<file path="config.mk">
export PLATFORM = sky130hd
export DESIGN_NAME = tccw_ctrl
export DESIGN_NICKNAME = d
export VERILOG_FILES = /design/src/design/tccw_pkg.sv /design/src/design/tccw_ctrl.sv
export SDC_FILE = /design/constraint.sdc
export NUM_CORES = 1
export LEC_CHECK = 0
export ABC_AREA = 1
export BUFFER_PORTS_ARGS = -buffer_cell sky130_fd_sc_hd__buf_2
export CORE_MARGIN = 5
export CORE_UTILIZATION = 25
export CTS_CLUSTER_DIAMETER = 40
export CTS_CLUSTER_SIZE = 14
export DETAILED_ROUTE_END_ITERATION = 10
export SLEW_MARGIN = 40
export SYNTH_ARGS = -nofsm -noshare
export SYNTH_HDL_FRONTEND = slang
export SYNTH_SLANG_ARGS = --single-unit
</file>
<file path="constraint.sdc">
create_clock -name clk_i -period 1.6 [get_ports clk_i]
set_input_delay 0.08 -clock clk_i [delete_from_list [all_inputs] [get_ports clk_i]]
set_output_delay 0.08 -clock clk_i [all_outputs]
set_load 0.05 [all_outputs]
</file>
<file path="src/design/tccw_pkg.sv">
`default_nettype none
package tccw_pkg;

  localparam int FUNC_W = 2;
  localparam int CODE_W = 8;
  localparam int ADDR_W = 11;
  localparam int COL_W  = 7;
  localparam int ROW_W  = 5;
  localparam int ATTR_W = 8;
  localparam int CELL_W = 16;

  localparam logic [FUNC_W-1:0] FUNC_PUT   = 2'd0;
  localparam logic [FUNC_W-1:0] FUNC_CLEAR = 2'd1;
  localparam logic [FUNC_W-1:0] FUNC_READ  = 2'd2;

  localparam logic [CODE_W-1:0] CODE_BS    = 8'h08;
  localparam logic [CODE_W-1:0] CODE_TAB   = 8'h09;
  localparam logic [CODE_W-1:0] CODE_LF    = 8'h0A;
  localparam logic [CODE_W-1:0] CODE_CR    = 8'h0D;
  localparam logic [CODE_W-1:0] CODE_SPACE = 8'h20;

  localparam logic [ATTR_W-1:0] ATTR_RESET = 8'h0F;

  typedef struct packed {
    logic [FUNC_W-1:0] func;
    logic [CODE_W-1:0] char_code;
    logic [ADDR_W-1:0] cell_address;
  } req_t;

  typedef struct packed {
    logic [ADDR_W-1:0] cursor_address;
    logic [COL_W-1:0]  cursor_column;
    logic [ROW_W-1:0]  cursor_row;
    logic              scrolled;
    logic [CELL_W-1:0] read_data;
  } rsp_t;

  typedef struct packed {
    logic latch;
    logic put;
    logic clear_home;
    logic copy;
    logic fill;
    logic init_blank;
    logic cnt_zero;
    logic cnt_row;
    logic read;
    logic load_result;
  } cmd_t;

  typedef struct packed {
    logic scroll_needed;
    logic copy_done;
    logic row_fill_last;
    logic all_fill_last;
  } status_t;

endpackage
`default_nettype wire

</file>
<file path="src/design/tccw_ctrl.sv">
`default_nettype none
module tccw_ctrl (
  input  wire logic                         clk_i,
  input  wire logic                         rst_ni,
  input  wire logic                         start_i,
  input  wire logic [tccw_pkg::FUNC_W-1:0]  func_i,
  input  wire tccw_pkg::status_t            status_i,
  output tccw_pkg::cmd_t                    cmd_o,
  output logic                              busy_o,
  output logic                              done_o
);

  typedef enum logic [7:0] {
    S_INIT   = 8'b0000_0001,
    S_IDLE   = 8'b0000_0010,
    S_PUT    = 8'b0000_0100,
    S_COPY   = 8'b0000_1000,
    S_FILL   = 8'b0001_0000,
    S_CLEAR  = 8'b0010_0000,
    S_READ   = 8'b0100_0000,
    S_FINISH = 8'b1000_0000
  } state_e;

  state_e state_q, state_d;
  logic   done_q;

  always_comb begin
    state_d = state_q;
    cmd_o   = '0;
    unique case (state_q)
      S_INIT: begin
        cmd_o.fill       = 1'b1;
        cmd_o.init_blank = 1'b1;
        if (status_i.all_fill_last) begin
          state_d = S_IDLE;
        end
      end
      S_IDLE: begin
        if (start_i) begin
          cmd_o.latch = 1'b1;
          unique case (func_i)
            tccw_pkg::FUNC_PUT: begin
              state_d = S_PUT;
            end
            tccw_pkg::FUNC_CLEAR: begin
              cmd_o.cnt_zero = 1'b1;
              state_d        = S_CLEAR;
            end
            tccw_pkg::FUNC_READ: begin
              state_d = S_READ;
            end
            default: begin
              state_d = S_FINISH;
            end
          endcase
        end
      end
      S_PUT: begin
        cmd_o.put = 1'b1;
        if (status_i.scroll_needed) begin
          cmd_o.cnt_zero = 1'b1;
          state_d        = S_COPY;
        end else begin
          state_d = S_FINISH;
        end
      end
      S_COPY: begin
        cmd_o.copy = 1'b1;
        if (status_i.copy_done) begin
          cmd_o.cnt_row = 1'b1;
          state_d       = S_FILL;
        end
      end
      S_FILL: begin
        cmd_o.fill = 1'b1;
        if (status_i.row_fill_last) begin
          state_d = S_FINISH;
        end
      end
      S_CLEAR: begin
        cmd_o.fill       = 1'b1;
        cmd_o.clear_home = 1'b1;
        if (status_i.all_fill_last) begin
          state_d = S_FINISH;
        end
      end
      S_READ: begin
        cmd_o.read = 1'b1;
        state_d    = S_FINISH;
      end
      S_FINISH: begin
        cmd_o.load_result = 1'b1;
        state_d           = S_IDLE;
      end
      default: begin
        state_d = S_IDLE;
      end
    endcase
  end

  always_ff @(posedge clk_i or negedge rst_ni) begin
    if (!rst_ni) begin
      state_q <= S_INIT;
      done_q  <= 1'b0;
    end else begin
      state_q <= state_d;
      done_q  <= (state_q == S_FINISH);
    end
  end

  assign busy_o = (state_q != S_IDLE);
  assign done_o = done_q;

  a_accept_busy: assert property (@(posedge clk_i) disable iff (!rst_ni)
    start_i && !busy_o |=> busy_o)
    else $error("accepted request did not raise busy");

  a_done_idle: assert property (@(posedge clk_i) disable iff (!rst_ni)
    done_o |-> !busy_o)
    else $error("result strobe while still busy");

  a_done_single: assert property (@(posedge clk_i) disable iff (!rst_ni)
    done_o |=> !done_o)
    else $error("result strobe held for more than one cycle");

endmodule
`default_nettype wire

</file>
==> results.cfg <==
[status]
status = completed

[setup_path]
required_ps = 1520
cpMostUsedCell = nand2_4
end_kind = output port
cpLargestDelayFamily = flip-flops
crit_path_top_delay_cell = dfstp_2
crit_chain = inv_2, nand2_4, nor2_1, nand2_2, inv_1, nand2_1, nand2_4, buf_8
path_class = flip-flop to output port
cp_num_buf_inv = 3
crit_path_max_fanout = 4
crit_path_start_kind = flip-flop
cpPeakStageDelay_ps = 530
cp.arrival_ps = 1490

[final_layout]
instances_no_fill = 157
num_antenna_cells = 0
fill_cells = 257
final_cell_mix = nand2_1, buf_2, nor2_1
layout-drive-gt1-share_pct = 51.97
final_common_cell = nand2_1
area_growth_pct = 59.96
nets = 137

[detailed_routing]
dr.pass1.iters = 3
wl_per_cell_um = 10.88
via_count = 679
drt_iter0_markers = 3
avgViaCountPerCell = 4.325
drt.antenna.violating_nets = 0
drc = 0
drt-total-wl_um = 1708

[synthesis]
yosysWarnings = 0
syn_area_per_cell_um2 = 7.198
synth.distinct_cells = 19
syn_nets = 98
yosys.area.top_type = dfrtp_1
yosysSeqAreaShare_pct = 35.35
synth.top_cell.area_share_pct = 31.25
yosys-top-cells-area = dfrtp_1, nand2_1, nor2_1
synth_cells = 89
synth-seq-cells = 9
synth_area_um2 = 640.6

[placement]
gp_congestion = 0.8203
io_buffers = 20
dp.cells = 139
dp_hpwl_um = 1318

[timing]
rsz0062_at_grt = yes
relSlewSlack_pct = 83.36
fin_crit_sh_pct = 97.97
worstMarginPinSlew_ps = 251.3
finalHoldViolations = 0
fmax_ghz = 0.6379
slew_violations = 0
final.setup.tns_ps = 0
min_period_ps = 1568
finalClockSkew_ps = 1.546
setup_viol = 0

[global_routing]
antenna_found_initial = 0
grt_overflow = 0
grt_pass1_wl_um = 2904
gr-usage-all-layers_pct = 10.79
grt_pass1_vias = 692
grt_max_degree = 10

[clocking]
cts-buffers-inserted = 3
clock-sinks = 9
htreeDepth = 1
clock_latency_ps = 260
clk_pin_slew_worst_paths_ps = 60
cts_tree = built
clockBufferDepth = 2
cts_root_buf = clkbuf_4

[floorplan]
core_area_mm2 = 0.002455
row_count = 18
top_level_ports = 21
die_area_mm2 = 0.003675
die_w_um = 60.62
die_h_um = 60.62
start_util_pct = 26.10

[min_path]
hold_class = primary input to flip-flop

[run]
cap_viol_max_count = 0

[power]
powerDensity_mw_per_mm2 = 1296
peakVddDrop_mv = 0.7880
total_power_mw = 1.328
seqPwrFrac_pct = 21.6
swShare_pct = 47.83
p_sw_mw = 0.6352
pwr-share-clk_pct = 13.2
p_int_mw = 0.6927
power.leakage_nw = 0.5764
combPwrFrac_pct = 65.1
==> registers in the layout, summed over array words and instances (netlist names) <==
register  flops
state_q       8
done_o        1
==> layout make-up <==
type | instances | area [µm²] | area share, %
repair buffers | 34 | 266.5 | 26.01
inverters | 20 | 75.07 | 7.326
flip-flops and latches | 9 | 226.5 | 22.10
well taps | 30 | 37.54 | 3.663
multi-input cells | 60 | 392.9 | 38.34
clock buffers | 4 | 26.28 | 2.564
==> cell usage after synthesis (all sizes together) <==
master / number
nand3: 5
nor2: 18
dfstp: 1
nor4: 1
inv: 20
dfrtp: 8
nand2: 31
nand3b: 1
o21ai: 3
o22ai: 1
==> stage by stage <==
| step | hold slack [ps] | worst slack [ps] | cell area (µm²) | utilization [%] |
|---|---|---|---|---|
| finish | 126.4 | 32.46 | 1025 | 41.74 |
| global route | 138.9 | -58.34 | 1025 | 41.74 |
| CTS | 105.1 | -38.83 | 917.1 | 37.36 |
| detailed placement | -58.72 | 78.45 | 814.5 | 33.18 |
| global placement | -60.71 | 147.3 | 814.5 | 33.18 |
| floorplan | -215.6 | 15.91 | 676.9 | - |
==> path summary, 6_finish.rpt <==
| check | startpoint | endpoint | slack, ps | depth (start not counted) |
|---|---|---|---|---|
| worst max-delay path | state_q[0]$_DFFE_PN1P_ | cmd_o[3] | 30 | 8 |
| worst min-delay path | status_i[3] | state_q[3]$_DFFE_PN0P_ | 130 | 3 |
| worst max register to register | state_q[7]$_DFFE_PN0P_ | state_q[1]$_DFFE_PN0P_ | 190 | 10 |
| worst min register to register | state_q[6]$_DFFE_PN0P_ | done_o$_DFF_PN0_ | 590 | 3 |
| max in group asynchronous | rst_ni | state_q[0]$_DFFE_PN1P_ | 1150 | 2 |
| min in group asynchronous | rst_ni | done_o$_DFF_PN0_ | 200 | 2 |
==> worst reg2reg max path, delay by kind of cell, from the launching register on <==
kind / cells / cell delay, ps
and+or+nand+nor: 5 / 470
AOI/OAI and AO/OA: 1 / 50
DFF: 1 / 400
buffers and inverters: 4 / 410
==> routing by layer <==
| metal | routed length [µm] | GRT usage, % |
|---|---|---|
| met5 | 0 | 0 |
| met4 | 10 | 5.882 |
| met3 | 101 | 2.553 |
| met2 | 915 | 19.69 |
| met1 | 681 | 11.27 |
==> timing repair <==
action,4_1_cts,5_1_grt
buffers inserted,2,9
hold buffers,3,0
pin swaps,4,7
endpoints found under the setup margin,2,7
endpoints found under the hold margin,11,0
gates cloned,0,0
gates resized for setup,10,9
==> power by group through the flow <==
stage                     Sequential (mW)  Combinational, mW  Clock (mW)
after floorplan                     0.300              0.582           0
after global placement              0.288              0.704           0
after detailed placement            0.289              0.715           0
after CTS                           0.285              0.762       0.181
after global routing                0.293              0.932       0.191
final                               0.287              0.865       0.176
==> logic make-up after synthesis <==
family,synth area share (%)
flip-flops,35.35
AND/OR/NAND/NOR,49.03
AO/OA/AOI/OAI,3.906
buffers and inverters,11.72
(Power assumes the default switching activity.)
